===== config.mk =====
export PLATFORM = sky130hd
export DESIGN_NAME = sync_framed_packet_deframer_flat
export DESIGN_NICKNAME = d
export VERILOG_FILES = /design/src/rtl/core/dfr_pkg.sv /design/src/rtl/core/dfr_if.sv /design/src/rtl/core/dfr_ram.sv /design/src/rtl/core/dfr_front.sv /design/src/rtl/core/dfr_queue.sv /design/src/rtl/core/dfr_back.sv /design/src/rtl/core/sync_framed_packet_deframer.sv /design/src/flat_wrapper.sv
export SDC_FILE = /design/constraint.sdc
export NUM_CORES = 1
export LEC_CHECK = 0
export BUFFER_PORTS_ARGS = -buffer_cell sky130_fd_sc_hd__buf_2
export CAP_MARGIN = 30
export CELL_PAD_IN_SITES_DETAIL_PLACEMENT = 1
export CELL_PAD_IN_SITES_GLOBAL_PLACEMENT = 1
export CORE_MARGIN = 2
export CORE_UTILIZATION = 45
export CTS_BUF_LIST = sky130_fd_sc_hd__clkbuf_16
export DETAILED_ROUTE_END_ITERATION = 7
export HOLD_SLACK_MARGIN = 0.1
export PLACE_DENSITY_LB_ADDON = 0.1
export SETUP_SLACK_MARGIN = 0.4
export SLEW_MARGIN = 0
export SYNTH_ARGS = -nofsm -noshare
export SYNTH_HDL_FRONTEND = slang
export SYNTH_SLANG_ARGS = --single-unit

===== constraint.sdc =====
create_clock -name clk_i -period 6.95 [get_ports clk_i]
set_clock_uncertainty 0.15 [all_clocks]
set_input_delay 0.3475 -clock clk_i [delete_from_list [all_inputs] [get_ports clk_i]]
set_output_delay 0.3475 -clock clk_i [all_outputs]
set_load 0.01 [all_outputs]

===== src/rtl/core/dfr_pkg.sv =====
`default_nettype none

package dfr_pkg;

  // sync word
  localparam logic [7:0] SYNC_FIRST  = 8'h7B;
  localparam logic [7:0] SYNC_SECOND = 8'hEA;

  // payload store per frame
  localparam int PAYLOAD_DEPTH = 32;
  localparam int CNT_W         = $clog2(PAYLOAD_DEPTH + 1);
  localparam int IDX_W         = (PAYLOAD_DEPTH > 1) ? $clog2(PAYLOAD_DEPTH) : 1;

  // two banks so a frame can be collected while the previous one drains
  localparam int RAM_AW    = IDX_W + 1;
  localparam int RAM_DEPTH = 2 ** RAM_AW;

  // length register
  localparam int             LEN_W     = 6;
  localparam logic [LEN_W-1:0] LEN_RESET = LEN_W'(8);

  // command queue between front and back
  localparam int QUEUE_DEPTH = 4;
  localparam int QPTR_W      = $clog2(QUEUE_DEPTH);
  localparam int QCNT_W      = $clog2(QUEUE_DEPTH + 1);

  // result kinds
  localparam logic KIND_DATA  = 1'b0;
  localparam logic KIND_ERROR = 1'b1;

  typedef enum logic [3:0] {
    PH_HUNT  = 4'b0001,
    PH_SYNC1 = 4'b0010,
    PH_DATA  = 4'b0100,
    PH_CHECK = 4'b1000
  } phase_e;

  typedef enum logic [1:0] {
    BK_IDLE = 2'b01,
    BK_RUN  = 2'b10
  } back_state_e;

  typedef struct packed {
    logic             good;
    logic             bank;
    logic [CNT_W-1:0] count;
  } cmd_t;

  typedef struct packed {
    logic valid;
    cmd_t cmd;
  } q_push_t;

  typedef struct packed {
    logic              we;
    logic [RAM_AW-1:0] addr;
    logic [7:0]        data;
  } ram_wr_t;

  typedef struct packed {
    logic              re;
    logic [RAM_AW-1:0] addr;
  } ram_rd_t;

  // zero acts as one, anything above the store depth saturates
  function automatic logic [CNT_W-1:0] eff_len(logic [LEN_W-1:0] len);
    localparam int CMP_W = (LEN_W > CNT_W) ? LEN_W : CNT_W;
    logic [CMP_W-1:0] n;
    n = CMP_W'(len);
    if (n == CMP_W'(0)) n = CMP_W'(1);
    if (n > CMP_W'(PAYLOAD_DEPTH)) n = CMP_W'(PAYLOAD_DEPTH);
    return CNT_W'(n);
  endfunction

endpackage

`default_nettype wire


===== src/rtl/core/dfr_if.sv =====
`default_nettype none

interface dfr_byte_if;
  logic       valid;
  logic       ready;
  logic [7:0] rx_byte;
  modport source (output valid, output rx_byte, input ready);
  modport sink   (input valid, input rx_byte, output ready);
endinterface

interface dfr_res_if;
  logic       valid;
  logic       ready;
  logic       out_kind;
  logic [7:0] out_byte;
  logic       out_last;
  modport source (output valid, output out_kind, output out_byte, output out_last,
                  input ready);
  modport sink   (input valid, input out_kind, input out_byte, input out_last,
                  output ready);
endinterface

interface dfr_cfg_if;
  import dfr_pkg::*;
  logic             valid;
  logic             ready;
  logic [LEN_W-1:0] payload_length;
  modport source (output valid, output payload_length, input ready);
  modport sink   (input valid, input payload_length, output ready);
endinterface

`default_nettype wire


===== src/rtl/core/dfr_ram.sv =====
`default_nettype none

module dfr_ram #(
  parameter int WIDTH = 8,
  parameter int DEPTH = 64
) (
  input  wire logic                     clk_i,
  input  wire logic                     we_i,
  input  wire logic [$clog2(DEPTH)-1:0] waddr_i,
  input  wire logic [WIDTH-1:0]         wdata_i,
  input  wire logic                     re_i,
  input  wire logic [$clog2(DEPTH)-1:0] raddr_i,
  output logic      [WIDTH-1:0]         rdata_o
);

  logic [WIDTH-1:0] mem_q [DEPTH];

  always_ff @(posedge clk_i) begin
    if (we_i) mem_q[waddr_i] <= wdata_i;
    if (re_i) rdata_o <= mem_q[raddr_i];
  end

endmodule

`default_nettype wire


===== src/rtl/core/dfr_front.sv =====
`default_nettype none

module dfr_front (
  input  wire logic                    clk_i,
  input  wire logic                    rst_ni,
  dfr_byte_if.sink                     in_i,
  input  wire logic [dfr_pkg::LEN_W-1:0] len_i,
  input  wire logic                    q_full_i,
  input  wire logic                    frame_done_i,
  output dfr_pkg::q_push_t             push_o,
  output dfr_pkg::ram_wr_t             wr_o
);
  import dfr_pkg::*;

  phase_e           phase_q, phase_d;
  logic [CNT_W-1:0] count_q, count_d, count_next;
  logic [7:0]       sum_q, sum_d;
  logic             bank_q, bank_d;
  logic [1:0]       busy_q, busy_d;
  logic             beat;
  logic             good_push;

  always_comb begin
    case (phase_q)
      PH_DATA:  in_i.ready = (busy_q != 2'd2);
      PH_CHECK: in_i.ready = !q_full_i;
      default:  in_i.ready = 1'b1;
    endcase
  end

  assign beat = in_i.valid && in_i.ready;

  always_comb begin
    phase_d    = phase_q;
    count_d    = count_q;
    sum_d      = sum_q;
    bank_d     = bank_q;
    count_next = count_q;
    good_push  = 1'b0;
    wr_o.we    = 1'b0;
    wr_o.addr  = {bank_q, count_q[IDX_W-1:0]};
    wr_o.data  = in_i.rx_byte;
    push_o.valid      = 1'b0;
    push_o.cmd.good   = (in_i.rx_byte == sum_q);
    push_o.cmd.bank   = bank_q;
    push_o.cmd.count  = count_q;
    if (beat) begin
      case (phase_q)
        PH_HUNT: begin
          if (in_i.rx_byte == SYNC_FIRST) phase_d = PH_SYNC1;
        end
        PH_SYNC1: begin
          if (in_i.rx_byte == SYNC_SECOND) begin
            phase_d = PH_DATA;
            count_d = '0;
            sum_d   = '0;
          end else begin
            phase_d = PH_HUNT;
          end
        end
        PH_DATA: begin
          if (count_q < CNT_W'(PAYLOAD_DEPTH)) begin
            wr_o.we    = 1'b1;
            count_next = count_q + CNT_W'(1);
          end
          count_d = count_next;
          sum_d   = sum_q + in_i.rx_byte;
          if (count_next >= eff_len(len_i)) phase_d = PH_CHECK;
        end
        PH_CHECK: begin
          push_o.valid = 1'b1;
          good_push    = push_o.cmd.good;
          if (good_push) bank_d = !bank_q;
          phase_d = PH_HUNT;
        end
        default: phase_d = PH_HUNT;
      endcase
    end
  end

  // banks holding a good frame not yet drained
  always_comb begin
    busy_d = busy_q;
    if (good_push && !frame_done_i) busy_d = busy_q + 2'd1;
    else if (!good_push && frame_done_i) busy_d = busy_q - 2'd1;
  end

  always_ff @(posedge clk_i or negedge rst_ni) begin
    if (!rst_ni) begin
      phase_q <= PH_HUNT;
      count_q <= '0;
      sum_q   <= '0;
      bank_q  <= 1'b0;
      busy_q  <= '0;
    end else begin
      phase_q <= phase_d;
      count_q <= count_d;
      sum_q   <= sum_d;
      bank_q  <= bank_d;
      busy_q  <= busy_d;
    end
  end

endmodule

`default_nettype wire


===== src/rtl/core/dfr_queue.sv =====
`default_nettype none

module dfr_queue (
  input  wire logic             clk_i,
  input  wire logic             rst_ni,
  input  wire dfr_pkg::q_push_t push_i,
  input  wire logic             pop_i,
  output logic                  full_o,
  output logic                  valid_o,
  output dfr_pkg::cmd_t         head_o
);
  import dfr_pkg::*;

  cmd_t              mem_q [QUEUE_DEPTH];
  logic [QPTR_W-1:0] wptr_q, wptr_d, rptr_q, rptr_d;
  logic [QCNT_W-1:0] cnt_q, cnt_d;
  logic              do_push, do_pop;

  assign full_o  = (cnt_q == QCNT_W'(QUEUE_DEPTH));
  assign valid_o = (cnt_q != '0);
  assign head_o  = mem_q[rptr_q];
  assign do_push = push_i.valid && !full_o;
  assign do_pop  = pop_i && valid_o;

  always_comb begin
    wptr_d = do_push ? wptr_q + QPTR_W'(1) : wptr_q;
    rptr_d = do_pop ? rptr_q + QPTR_W'(1) : rptr_q;
    cnt_d  = cnt_q;
    if (do_push && !do_pop) cnt_d = cnt_q + QCNT_W'(1);
    else if (!do_push && do_pop) cnt_d = cnt_q - QCNT_W'(1);
  end

  always_ff @(posedge clk_i) begin
    if (do_push) mem_q[wptr_q] <= push_i.cmd;
  end

  always_ff @(posedge clk_i or negedge rst_ni) begin
    if (!rst_ni) begin
      wptr_q <= '0;
      rptr_q <= '0;
      cnt_q  <= '0;
    end else begin
      wptr_q <= wptr_d;
      rptr_q <= rptr_d;
      cnt_q  <= cnt_d;
    end
  end

endmodule

`default_nettype wire


===== src/rtl/core/dfr_back.sv =====
`default_nettype none

module dfr_back (
  input  wire logic          clk_i,
  input  wire logic          rst_ni,
  input  wire dfr_pkg::cmd_t head_i,
  input  wire logic          head_valid_i,
  output logic               pop_o,
  output dfr_pkg::ram_rd_t   rd_o,
  input  wire logic [7:0]    rdata_i,
  dfr_res_if.source          out_o,
  output logic               frame_done_o
);
  import dfr_pkg::*;

  back_state_e      state_q, state_d;
  logic             bank_q, bank_d;
  logic [CNT_W-1:0] count_q, count_d, idx_q, idx_d;
  logic             rd_pend_q, rd_pend_d, rd_last_q, rd_last_d;
  logic             out_valid_q, out_valid_d;
  logic             out_kind_q, out_kind_d, out_last_q, out_last_d;
  logic [7:0]       out_byte_q, out_byte_d;
  logic             out_free;

  assign out_free       = !out_valid_q || out_o.ready;
  assign out_o.valid    = out_valid_q;
  assign out_o.out_kind = out_kind_q;
  assign out_o.out_byte = out_byte_q;
  assign out_o.out_last = out_last_q;

  always_comb begin
    state_d      = state_q;
    bank_d       = bank_q;
    count_d      = count_q;
    idx_d        = idx_q;
    rd_pend_d    = rd_pend_q;
    rd_last_d    = rd_last_q;
    out_valid_d  = out_valid_q;
    out_kind_d   = out_kind_q;
    out_byte_d   = out_byte_q;
    out_last_d   = out_last_q;
    pop_o        = 1'b0;
    frame_done_o = 1'b0;
    rd_o.re      = 1'b0;
    rd_o.addr    = {bank_q, idx_q[IDX_W-1:0]};
    if (out_valid_q && out_o.ready) out_valid_d = 1'b0;
    case (state_q)
      BK_IDLE: begin
        if (head_valid_i) begin
          if (head_i.good) begin
            pop_o   = 1'b1;
            bank_d  = head_i.bank;
            count_d = head_i.count;
            idx_d   = '0;
            state_d = BK_RUN;
          end else if (out_free) begin
            pop_o       = 1'b1;
            out_valid_d = 1'b1;
            out_kind_d  = KIND_ERROR;
            out_byte_d  = '0;
            out_last_d  = 1'b1;
          end
        end
      end
      BK_RUN: begin
        if (rd_pend_q) begin
          // output register was freed when this read was issued
          rd_pend_d   = 1'b0;
          out_valid_d = 1'b1;
          out_kind_d  = KIND_DATA;
          out_byte_d  = rdata_i;
          out_last_d  = rd_last_q;
          if (rd_last_q) begin
            state_d      = BK_IDLE;
            frame_done_o = 1'b1;
          end
        end else if (out_free) begin
          rd_o.re   = 1'b1;
          rd_pend_d = 1'b1;
          rd_last_d = (idx_q + CNT_W'(1) == count_q);
          idx_d     = idx_q + CNT_W'(1);
        end
      end
      default: state_d = BK_IDLE;
    endcase
  end

  always_ff @(posedge clk_i) begin
    bank_q     <= bank_d;
    count_q    <= count_d;
    idx_q      <= idx_d;
    rd_last_q  <= rd_last_d;
    out_kind_q <= out_kind_d;
    out_byte_q <= out_byte_d;
    out_last_q <= out_last_d;
  end

  always_ff @(posedge clk_i or negedge rst_ni) begin
    if (!rst_ni) begin
      state_q     <= BK_IDLE;
      rd_pend_q   <= 1'b0;
      out_valid_q <= 1'b0;
    end else begin
      state_q     <= state_d;
      rd_pend_q   <= rd_pend_d;
      out_valid_q <= out_valid_d;
    end
  end

endmodule

`default_nettype wire


===== src/rtl/core/sync_framed_packet_deframer.sv =====
// input: one byte accepted per cycle; payload bytes stall only while both banks hold
//   undrained good frames, the checksum byte only while the command queue is full
// output: an error command goes from the queue straight into the output register, a good one
//   through ram reads into it, one result per ram read (one ram read in flight at a time)
// reset: rst_ni asynchronous active low; hunts for sync, length register reads 8,
//   queue and output empty; the payload ram is not cleared
`default_nettype none

module sync_framed_packet_deframer (
  input  wire logic clk_i,
  input  wire logic rst_ni,
  dfr_byte_if.sink  in_i,
  dfr_res_if.source out_o,
  dfr_cfg_if.sink   cfg_i
);
  import dfr_pkg::*;

  // length register, always writable
  logic [LEN_W-1:0] len_q;

  // front to queue, queue to back
  q_push_t push;
  cmd_t    head;
  logic    q_full, q_valid, q_pop;

  // ram ports and bank release
  ram_wr_t ram_wr;
  ram_rd_t ram_rd;
  logic [7:0] ram_rdata;
  logic       frame_done;

  assign cfg_i.ready = 1'b1;

  always_ff @(posedge clk_i or negedge rst_ni) begin
    if (!rst_ni) begin
      len_q <= LEN_RESET;
    end else if (cfg_i.valid) begin
      len_q <= cfg_i.payload_length;
    end
  end

  // sync hunt, payload capture into the current bank, checksum compare
  dfr_front u_front (
    .clk_i        (clk_i),
    .rst_ni       (rst_ni),
    .in_i         (in_i),
    .len_i        (len_q),
    .q_full_i     (q_full),
    .frame_done_i (frame_done),
    .push_o       (push),
    .wr_o         (ram_wr)
  );

  // per-frame commands: good frame with bank and count, or checksum error
  dfr_queue u_queue (
    .clk_i   (clk_i),
    .rst_ni  (rst_ni),
    .push_i  (push),
    .pop_i   (q_pop),
    .full_o  (q_full),
    .valid_o (q_valid),
    .head_o  (head)
  );

  // two banks of payload, written by the front, read by the back
  dfr_ram #(
    .WIDTH (8),
    .DEPTH (RAM_DEPTH)
  ) u_ram (
    .clk_i   (clk_i),
    .we_i    (ram_wr.we),
    .waddr_i (ram_wr.addr),
    .wdata_i (ram_wr.data),
    .re_i    (ram_rd.re),
    .raddr_i (ram_rd.addr),
    .rdata_o (ram_rdata)
  );

  // drains a good frame beat by beat or emits the error beat
  dfr_back u_back (
    .clk_i        (clk_i),
    .rst_ni       (rst_ni),
    .head_i       (head),
    .head_valid_i (q_valid),
    .pop_o        (q_pop),
    .rd_o         (ram_rd),
    .rdata_i      (ram_rdata),
    .out_o        (out_o),
    .frame_done_o (frame_done)
  );

endmodule

`default_nettype wire


===== src/flat_wrapper.sv =====
// flat-port wrapper written by rule: the top's interface ports become plain ports
module sync_framed_packet_deframer_flat import dfr_pkg::*;
  (clk_i, rst_ni, in_i_valid, in_i_rx_byte, in_i_ready, out_o_valid, out_o_out_kind, out_o_out_byte, out_o_out_last, out_o_ready, cfg_i_valid, cfg_i_payload_length, cfg_i_ready);
  dfr_byte_if in_i_i ();
  dfr_res_if out_o_i ();
  dfr_cfg_if cfg_i_i ();
  input  wire logic clk_i;
  input  wire logic rst_ni;
  input wire logic [$bits(in_i_i.valid)-1:0] in_i_valid;
  input wire logic [$bits(in_i_i.rx_byte)-1:0] in_i_rx_byte;
  output wire logic [$bits(in_i_i.ready)-1:0] in_i_ready;
  output wire logic [$bits(out_o_i.valid)-1:0] out_o_valid;
  output wire logic [$bits(out_o_i.out_kind)-1:0] out_o_out_kind;
  output wire logic [$bits(out_o_i.out_byte)-1:0] out_o_out_byte;
  output wire logic [$bits(out_o_i.out_last)-1:0] out_o_out_last;
  input wire logic [$bits(out_o_i.ready)-1:0] out_o_ready;
  input wire logic [$bits(cfg_i_i.valid)-1:0] cfg_i_valid;
  input wire logic [$bits(cfg_i_i.payload_length)-1:0] cfg_i_payload_length;
  output wire logic [$bits(cfg_i_i.ready)-1:0] cfg_i_ready;
  assign in_i_i.valid = in_i_valid;
  assign in_i_i.rx_byte = in_i_rx_byte;
  assign in_i_ready = in_i_i.ready;
  assign out_o_valid = out_o_i.valid;
  assign out_o_out_kind = out_o_i.out_kind;
  assign out_o_out_byte = out_o_i.out_byte;
  assign out_o_out_last = out_o_i.out_last;
  assign out_o_i.ready = out_o_ready;
  assign cfg_i_i.valid = cfg_i_valid;
  assign cfg_i_i.payload_length = cfg_i_payload_length;
  assign cfg_i_ready = cfg_i_i.ready;
  sync_framed_packet_deframer u_core (.clk_i(clk_i), .rst_ni(rst_ni), .in_i(in_i_i), .out_o(out_o_i), .cfg_i(cfg_i_i));
endmodule

==> reports/results.ini, run 1 <==
[sta]
period_share=0.5377
hold_viol=0
slew_headroom=0.3551
finalSetupViolCount=0
fmax_mhz=267.6
worst_pin_slew_ps=960.9
finalSetupTns_ps=0
slew_violations=0
timing.final.ws_setup_ps=3213
rsz0062_at_grt=false
min_period_ps=3737

[drt]
drc=0
wl_um=58480
ant_nets=0
first_pass_iters=5
vias=12095
drt_iter0_markers=946
avgViaCountPerCell=5.793
routedWlPerCell_um=28.01

[global_route]
grt-ovfl-total=0
grt_max_degree=102
grt_pass1_vias=13055
grt_pass1_wl_um=87760
grtUsageTotal=0.2136
grt_antenna_before_repair=2

[critical_path]
cp_cell_sequence=nor4b_2 > and3_1 > and2_1 > nand3_1 > nor2_1
reg2reg_slack_ps=3210
worstPathMaxFanout=10
crit_slowest_cell=nor2_1
path_class=reg -> reg
worstPathArrival_ps=3810
crit_path_max_incr_delay_ps=880
critical_path.startpoint_type=flop
cp.required_ps=7030
end_kind=flop

[yosys]
synth_top_area_cell=edfxtp_1
avgSynthCellArea_um2=19.41
synth_area_leaders=edfxtp_1 (70%), mux4_2 (12%), dfrtp_1 (3.5%)
synth-seq-cells=614
synth_top_area_frac=0.6999
ys.flop_type=edfxtp_1
ys_seq_area_frac=0.7385
netlist_instances=1273
synth_common_cells=edfxtp_1 (576), mux4_2 (136), nor2_1 (94)
synth_nets=1317
synth_most_common_cell=edfxtp_1
netlist_area_um2=24710
async_flop_share=0.06189
synth-edff-count=576
yosys_warnings=0
yosysUniqueCellTypes=62

[floorplanning]
die_area_um2=56810
fp-row-count=85
die_y_um=238.4
io_pins=32
fp.dieW_um=238.4
initial_core_util=0.4574
core_um2=54030

[pwr]
vdd_drop_max_v=0.0003006
leakage_nw=9.136
p_per_area_nw_per_um2=365.6

[clocking]
clk_pin_slew_ps=60
cts_buffer_depth=3
cts_sinks=614
cts_tree=yes
cts_buffers=67
htree_levels=3
cts_root_buffer=clkbuf_16
clk_latency_ps=610

[place]
io_buffers=30
dp_slack_ps=3145
gp_congestion=0.7849
dpl.hpwl_um=35150
dp.cells=1951

[run]
cap_violations=0

[final_layout]
fillCellCount=4843
drive_above_1_share=0.2141
fin_cells=2088
antennaDiodeCount=0
syn_to_final_growth_pct=12.27
final_nets=1387

[run_status]
status=finished, final reports clean

[hold_path]
hold_path_class=in -> reg

kinds of logic after synthesis:
family / after synthesis / share of synthesized area
DFF: 614 / 0.7385
and+or+nand+nor: 252 / 0.04936
muxes: 176 / 0.1430
AOI/OAI and AO/OA: 102 / 0.02911
buffers and inverters: 73 / 0.01600
xor gates and xnor gates: 30 / 0.01063
adders and majority gates: 25 / 0.01326
other: 1 / 0.0001517
where the power goes:
part / switching [W] / total, W / internal, W / leakage, nW
registers: 0.000122 / 0.00433 / 0.00421 / 5.71
logic: 0.00141 / 0.00252 / 0.00111 / 2.37
clock network: 0.00144 / 0.00330 / 0.00186 / 1.06
metrics by stage:
step                utilization  area, um2  total power (W)  hold slack (ps)
CTS                      0.5129      27710          0.01028            263.4
finish                   0.5135      27750          0.01014            302.2
global route             0.5135      27750          0.01057            314.9
floorplan                     -      24710         0.006201           -98.09
detailed placement       0.4723      25520         0.006963            328.9
global placement         0.4723      25520         0.006938            315.4
cell usage in the layout (no fill, tap or decap), types with 10 or more instances in the layout:
cell / instances
xnor2_1: 16
dfrtp_1: 35
nand2_1: 43
ha_1: 23
a22oi_1: 19
mux4_2: 136
nor2b_1: 15
inv_1: 25
nor2_1: 94
buf_4: 15
nor3_1: 10
dlygate4sd3_1: 17
a21oi_1: 11
o21ai_0: 11
clkinv_1: 13
a22o_1: 10
mux2i_1: 20
nand3_1: 28
edfxtp_1: 576
clkinv_2: 10
and2_1: 17
mux2_2: 16
xor2_1: 14
buf_2: 30
clkbuf_16: 70
critical path: cells and delay by family (launching register included):
kind / cells / cell delay (ps)
simple gates: 5 / 2780
flops: 1 / 430
cell type report:
type / instances / area [um2] / area share
clock buffers: 70 / 1752 / 0.06313
inverters: 9 / 33.78 / 0.001218
flip-flops and latches: 614 / 18250 / 0.6578
multi-input cells: 586 / 6067 / 0.2187
well taps: 696 / 870.8 / 0.03139
clock inverters: 48 / 277.8 / 0.01001
repair buffers: 65 / 493.0 / 0.01777
repair_timing:
action | in CTS | in global routing
resized for setup | 0 | 0
buffers inserted | 0 | 0
endpoints found under the hold margin | 46 | 2
hold buffers | 16 | 1
metal layers:
metal	wire (um)	track usage
met1	26800	0.3032
met2	27950	0.3405
met3	2166	0.03737
met4	1559	0.06534
met5	0	0
registers in the layout, indices dropped and copies added, names as in the netlist:
name / flops
u_core.u_ram.rdata_o: 8
u_core.u_front.sum_q: 8
u_core.u_back.rd_pend_q: 1
u_core.u_back.state_q: 2
u_core.u_back.out_o.out_last: 1
u_core.u_front.count_q: 6
u_core.u_back.count_q: 6
u_core.u_back.bank_q: 1
u_core.u_front.phase_q: 4
u_core.u_back.idx_q: 6
u_core.len_q: 6
u_core.u_queue.rptr_q: 2
u_core.u_back.out_o.out_kind: 1
u_core.u_queue.mem_q: 32
u_core.u_back.rd_last_q: 1
u_core.u_queue.cnt_q: 3
u_core.u_back.out_o.out_byte: 8
u_core.u_front.bank_q: 1
u_core.u_queue.wptr_q: 2
u_core.u_ram.mem_q: 512
u_core.u_back.out_o.valid: 1
u_core.u_front.busy_q: 2
path summary, 6_finish.rpt:
| path | cells after the start | endpoint | start |
|---|---|---|---|
| hold reg to reg | 1 | u_core.u_front.sum_q[2] | u_core.u_front.sum_q[2] |
| hold / removal | 2 | u_core.u_ram.mem_q[46][6] | in_i_rx_byte[6] |
| min in group asynchronous | 3 | u_core.u_back.rd_pend_q | rst_ni |
| max in group asynchronous | 4 | u_core.len_q[3] | rst_ni |
| setup / recovery | 5 | u_core.u_ram.mem_q[39][3] | u_core.u_front.phase_q[1] |
| setup reg to reg | 5 | u_core.u_ram.mem_q[39][3] | u_core.u_front.phase_q[1] |
(Power assumes the default switching activity.)
==> run 2, diff against run 1 <==
- ABC_AREA: not set -> 1
- clock period: 6.95 -> 3.7 ns (I/O delays scaled with it)
==> run 2 against run 1 <==
  * Synthesized cell count increased by 80%
  * Critical path type unchanged
  * Die area up 4.8%
  * Cell count is 52% higher
  * Worst setup slack worse by 2500 ps
  * Largest cell class unchanged
  * Largest power group unchanged
  * Non-clock buffer count up 62
  * Sequential power up 88%
==> reports/results.ini, run 2 <==
[run_status]
status=finished, final reports clean

[sta]
fmax_mhz=340.4  ; +27%
period_share=0.7939  ; +0.2562
slew_headroom=0.3164  ; -0.03869
slew_violations=0  ; unchanged
rsz0062_at_grt=false
min_period_ps=2937  ; -799.9 ps
timing.final.ws_setup_ps=762.6  ; -2450 ps
finalSetupViolCount=0  ; unchanged
worst_pin_slew_ps=1025  ; +64.48 ps
finalSetupTns_ps=0  ; unchanged
hold_viol=0  ; unchanged

[final_layout]
top_regs=u_core.u_ram.mem_q x512, u_core.u_queue.mem_q x32
largest_reg_flops=512  ; unchanged
syn_to_final_growth_pct=13.72
seq_area_um2=18250  ; unchanged
top_register=u_core.u_ram.mem_q
fillCellCount=5986  ; +24%
final_nets=2410  ; +74%
drive_above_1_share=0.09163  ; -0.1225
antennaDiodeCount=0  ; unchanged
final_cell_mix=nand2_1 (749), edfxtp_1 (576), nand3_1 (465)
final_common_cell=nand2_1
fin_cells=3168  ; +52%
multi_input_area_um2=6853  ; +13%
design_area_um2=29480  ; +6.2%

[critical_path]
worstPathMaxFanout=18  ; +8
critical_path.startpoint_type=flop
end_kind=flop
cp_cell_sequence=inv_1 > nand2_1 > nand3_1 > nand2_1 > nand2_1 > nand2_1 > ha_1 > inv_1 > fa_1 > a21oi_1 > o21ai_0 > xor2_1
crit_top_cell=nand2_1
path_depth=12  ; +7
crit_family=flip-flops
cp.required_ps=4010  ; -3020 ps
crit_slowest_cell=dfrtp_1
crit_path_max_incr_delay_ps=670  ; -210 ps
path_class=reg -> reg
cp_num_buf_inv=2  ; +2
reg2reg_depth=12  ; +7
worstPathArrival_ps=3250  ; -560 ps

[floorplanning]
die_y_um=244.0  ; +2.4%
fp.dieW_um=244.0  ; +2.4%
initial_core_util=0.4571  ; about the same
fp-row-count=87  ; +2.4%
core_um2=56710  ; +5.0%
io_pins=32  ; unchanged
die_area_um2=59540  ; +4.8%

[clocking]
clk_latency_ps=590  ; -20 ps
cts_buffer_depth=3  ; unchanged
cts_buffers=69  ; +3.0%
post-cts-setup-buffers=0  ; unchanged
hold_buffers=25  ; +9
cts_resized=0  ; unchanged
cts_root_buffer=clkbuf_16
cts_tree=yes
clk_pin_slew_ps=60  ; about the same
htree_levels=3  ; unchanged
cts_sinks=614  ; unchanged

[drt]
ant_nets=0  ; unchanged
wl_um=73080  ; +25%
vias=17499  ; +45%
drt_iter0_markers=1290  ; +36%
routedWlPerCell_um=23.07  ; -18%
first_pass_iters=5  ; unchanged
drc=0  ; unchanged
avgViaCountPerCell=5.524  ; -4.6%

[run]
cap_violations=0  ; unchanged

[hold_path]
whs_path_depth=7  ; +5
hold_path_class=in -> reg

[pwr]
p_clk_frac=0.297  ; -0.028
leakage_nw=11.07  ; +21%
swShare=0.3657  ; +0.07361
p_sw_w=0.007782  ; +160%
p_int_w=0.01350  ; +88%
comb_power_share=0.320  ; +0.072
fin_total_pwr_w=0.02128  ; +110%
p_per_area_nw_per_um2=721.8  ; +97%
seqPwrFrac=0.382  ; -0.045
vdd_drop_max_v=0.0005485  ; +82%

[place]
placed_cell_area_um2=27140  ; +6.4%
io_buffers=30  ; unchanged
dp.cells=3024  ; +55%
dp_slack_ps=769.8  ; -2375 ps
dpl.hpwl_um=44130  ; +26%
gp_congestion=0.8154  ; +3.9%

[yosys]
ys.flop_type=edfxtp_1
synth_most_common_cell=nand2_1
synth_nets=2332  ; +77%
synth_top_area_frac=0.6673  ; -0.03260
netlist_area_um2=25920  ; +4.9%
yosys_warnings=0  ; unchanged
ys_seq_area_frac=0.7041  ; -0.03440
netlist_instances=2288  ; +80%
synth_common_cells=nand2_1 (749), edfxtp_1 (576), nand3_1 (465)
synth_area_leaders=edfxtp_1 (67%), nand2_1 (11%), nand3_1 (9.0%)
synth-edff-count=576  ; unchanged
avgSynthCellArea_um2=11.33  ; -42%
async_flop_share=0.06189  ; unchanged
yosysUniqueCellTypes=38  ; -39%
synth_top_area_cell=edfxtp_1
synth-seq-cells=614  ; unchanged

[global_route]
grt_pass1_wl_um=111200  ; +27%
grt-ovfl-total=0  ; unchanged
grt_max_degree=94  ; -7.8%
grt_antenna_before_repair=0  ; -2
grt_pass1_vias=18537  ; +42%
grtUsageTotal=0.2492  ; +0.03565

[run 2: cell count changes after synthesis, sizes merged, moves of 29 or more]
cell,delta
nand2,+708
inv,+70
nor3,+29
nand3,+443
mux4,-139
buf,+38
[run 2: through the flow]
step / util / hold slack, ps
finish: 0.5198 / 140.4
global route: 0.5198 / 179.9
CTS: 0.5192 / 117.1
detailed placement: 0.4785 / 226.4
global placement: 0.4781 / 217.7
floorplan: - / -260.6
[run 2: power by group through the flow]
stage | Combinational (W) | Clock, W | Sequential [W]
floorplan | 0.00443 | 0 | 0.00820
global placement | 0.00669 | 0 | 0.00826
detailed placement | 0.00684 | 0 | 0.00828
CTS | 0.00690 | 0.00643 | 0.00814
global route | 0.00759 | 0.00669 | 0.00816
finish | 0.00681 | 0.00633 | 0.00813
[run 2: area by class of cell]
class                   instances  share of cell area
multi-input cells            1475              0.2325
repair buffers                127             0.03608
inverters                      79             0.01040
clock inverters                46            0.009550
clock buffers                  71             0.06027
well taps                     756             0.03209
flip-flops and latches        614              0.6191
[run 2: logic make-up (layout without fill, tap and decap cells)]
group | count (synthesis) | after routing | share of synthesized area
other | 1 | 1 | 0.0001447
AOI/OAI and AO/OA | 59 | 59 | 0.01226
DFF | 614 | 614 | 0.7041
buffers and inverters | 199 | 323 | 0.03152
xor gates and xnor gates | 22 | 22 | 0.007433
adders and majority gates | 25 | 25 | 0.01265
muxes | 3 | 3 | 0.001303
and+or+nand+nor | 1365 | 1365 | 0.2306
[run 2: layer usage]
metal,vias up,GRT usage,part of all wire,wire length (um)
met5,-,0,0,0
met4,0,0.09039,0.031,2253
met3,120,0.03248,0.046,3340
met2,377,0.4359,0.51,37100
met1,8890,0.3182,0.42,30390
li1,8112,-,-,-
[run 2: final timing paths]
path                                     startpoint  slack (ps)                   endpoint
min in group asynchronous                    rst_ni         410  u_core.u_back.out_o.valid
max                        u_core.u_queue.rptr_q[0]         760    u_core.u_queue.cnt_q[2]
min reg2reg                u_core.u_front.busy_q[0]         320   u_core.u_front.busy_q[0]
min                                 in_i_rx_byte[1]         140    u_core.u_front.sum_q[5]
max reg2reg                u_core.u_queue.rptr_q[0]         760    u_core.u_queue.cnt_q[2]
max in group asynchronous                    rst_ni        2450            u_core.len_q[3]
[run 2: worst reg2reg max path, stage by stage, from the launching register on]
cell and delay [ps]:
dfrtp_1 670, inv_1 390, nand2_1 160, nand3_1 100, nand2_1 140, nand2_1 90
nand2_1 110, ha_1 150, inv_1 70, fa_1 400, a21oi_1 140, o21ai_0 110
xor2_1 150
==> run 3, diff against run 2 <==
- clock period: 3.7 -> 2.7 ns (I/O delays scaled with it)
==> run 3 against run 2 <==
  * Sequential share of layout area is 4.2 points lower
  * Power is 47% higher
  * Global-route usage is 0.87 points higher
  * Wire length rose by 7.9%
  * Clock power grew 43%
  * Utilization is 3.8 points higher
  * Final area is 7.3% higher
  * Sequential power up 37%
  * First-iteration DRC count rose by 3.6%
  * Die area is the same
==> reports/results.ini, run 3 (synthesis gave the netlist of run 2 again) <==
[sta]
min_period_ps=2433  ; -504.0 ps
hold_viol=0  ; unchanged
period_share=0.9013  ; +0.1074
finalSetupTns_ps=0  ; unchanged
fmax_mhz=410.9  ; +21%
timing.final.ws_setup_ps=266.6  ; -496.0 ps
worst_pin_slew_ps=968.5  ; -56.88 ps
finalSetupViolCount=0  ; unchanged
rsz0062_at_grt=true
slew_headroom=0.3543  ; +0.03792
slew_violations=0  ; unchanged

[critical_path]
cp.required_ps=3080  ; -930 ps
worstPathMaxFanout=4  ; -14
end_kind=flop
path_class=reg -> reg
worstPathArrival_ps=2820  ; -430 ps
critical_path.startpoint_type=flop

[global_route]
grt_max_degree=68  ; -28%
grt_pass1_vias=18957  ; +2.3%
grt-ovfl-total=0  ; unchanged
grtUsageTotal=0.2579  ; +0.008730
grt_pass1_wl_um=115500  ; +3.8%
grt_antenna_before_repair=2  ; +2

[drt]
drt_iter0_markers=1336  ; +3.6%
avgViaCountPerCell=5.526  ; about the same
vias=18290  ; +4.5%
drc=0  ; unchanged
routedWlPerCell_um=23.81  ; +3.2%
wl_um=78830  ; +7.9%
ant_nets=0  ; unchanged
first_pass_iters=7  ; +2

[floorplanning]
fp-row-count=87  ; unchanged
fp.dieW_um=244.0  ; unchanged
die_y_um=244.0  ; unchanged
io_pins=32  ; unchanged
core_um2=56710  ; unchanged
initial_core_util=0.4571  ; unchanged
die_area_um2=59540  ; unchanged

[pwr]
leakage_nw=12.05  ; +8.8%
p_per_area_nw_per_um2=986.2  ; +37%
vdd_drop_max_v=0.0006203  ; +13%
fin_total_pwr_w=0.03119  ; +47%

[final_layout]
largest_reg_flops=512  ; unchanged
final_cell_mix=nand2_1 (736), edfxtp_1 (576), nand3_1 (451)
syn_to_final_growth_pct=22.00
top_register=u_core.u_ram.mem_q
final_common_cell=nand2_1
fillCellCount=5759  ; -3.8%
top_regs=u_core.u_ram.mem_q x512, u_core.u_queue.mem_q x32
drive_above_1_share=0.1721  ; +0.08046
fin_cells=3310  ; +4.5%
final_util=0.5576  ; +0.03784
final_nets=2544  ; +5.6%

[clocking]
cts_root_buffer=clkbuf_16
cts_buffers=67  ; -2.9%
cts_tree=yes
cts_sinks=614  ; unchanged
clk_pin_slew_ps=60  ; about the same
cts_buffer_depth=3  ; unchanged
htree_levels=3  ; unchanged
clk_latency_ps=610  ; +20 ps

[place]
dpl.hpwl_um=45230  ; +2.5%
io_buffers=30  ; unchanged
gp_congestion=0.8108  ; -0.56%
dp_slack_ps=151.4  ; -618.5 ps
dp.cells=3097  ; +2.4%

[run]
cap_violations=0  ; unchanged

[run_status]
status=finished, final reports clean

[hold_path]
hold_path_class=in -> reg

==> run 3: cell types whose count changed in the layout (fill, tap and decap cells not counted), sizes merged <==
cell and delta:
bufinv +4, dlygate4sd3 +9, diode +3, clkinvlp +1, clkinv -3, inv +2
buf +123, clkbuf +3
==> run 3: final cells by class <==
| cell class | count | area (um2) | area share |
|---|---|---|---|
| Clock inverter | 49 | 392.9 | 0.01242 |
| Antenna cell | 3 | 7.507 | 0.0002374 |
| Sequential cell | 614 | 18260 | 0.5773 |
| Timing Repair Buffer | 262 | 2582 | 0.08166 |
| Inverter | 79 | 316.6 | 0.01001 |
| Multi-Input combinational cell | 1475 | 7336 | 0.2320 |
| Clock buffer | 71 | 1777 | 0.05618 |
| Tap cell | 756 | 945.9 | 0.02991 |
| Timing Repair inverter | 1 | 8.758 | 0.0002770 |
==> run 3: per-layer routing <==
layer	wire, um	up-vias	track usage	share of wire
li1	-	8399	-	-
met1	32910	9377	0.3334	0.42
met2	40120	398	0.4444	0.51
met3	3303	116	0.03391	0.042
met4	2495	0	0.09774	0.032
met5	0	-	0	0
==> run 3: per-stage QoR <==
step	area [um2]	hold WS, ps
after floorplan	25930	-310.6
after global placement	27830	163.8
after detailed placement	27830	189.5
after CTS	30710	130.5
after global routing	31620	129.8
final	31620	70.35
==> run 3: power breakdown <==
group | leakage, nW | switching (W) | total, W | internal, W
Sequential | 5.59 | 0.000240 | 0.0111 | 0.0109
Combinational | 5.34 | 0.00740 | 0.0110 | 0.00360
Clock | 1.13 | 0.00368 | 0.00908 | 0.00540
Total | 12.1 | 0.0113 | 0.0312 | 0.0199
==> run 3: worst paths after layout <==
path | startpoint | endpoint | slack [ps] | cells past startpoint
worst max-delay path | u_core.u_front.count_q[0] | u_core.u_front.phase_q[1] | 270 | 13
worst min-delay path | in_i_rx_byte[3] | u_core.u_front.sum_q[3] | 70 | 6
worst max register to register | u_core.u_front.count_q[0] | u_core.u_front.phase_q[1] | 270 | 13
worst min register to register | u_core.u_front.busy_q[1] | u_core.u_front.busy_q[1] | 330 | 1
max in group asynchronous | rst_ni | u_core.u_front.phase_q[0] | 1550 | 4
min in group asynchronous | rst_ni | u_core.u_queue.rptr_q[0] | 330 | 3
==> run 3: critical path: stages (launching register included) <==
cell and delay [ps]:
dfrtp_2 450, buf_4 160, buf_4 160, xnor2_4 160
inv_1 70, ha_1 270, inv_1 30, a21boi_0 220
o21ai_1 110, nand3_1 150, nand2_2 120, nor2_4 170
nand2_1 70, nand2_1 80
==> run 3: what timing repair did <==
action                                  4_1_cts  5_1_grt
endpoints found under the setup margin      272      550
pin swaps                                    15       27
buffers inserted                             21       20
hold endpoints to repair                     81      184
gates resized for setup                      40       93
gates cloned                                  1        4
hold buffers                                 31       12
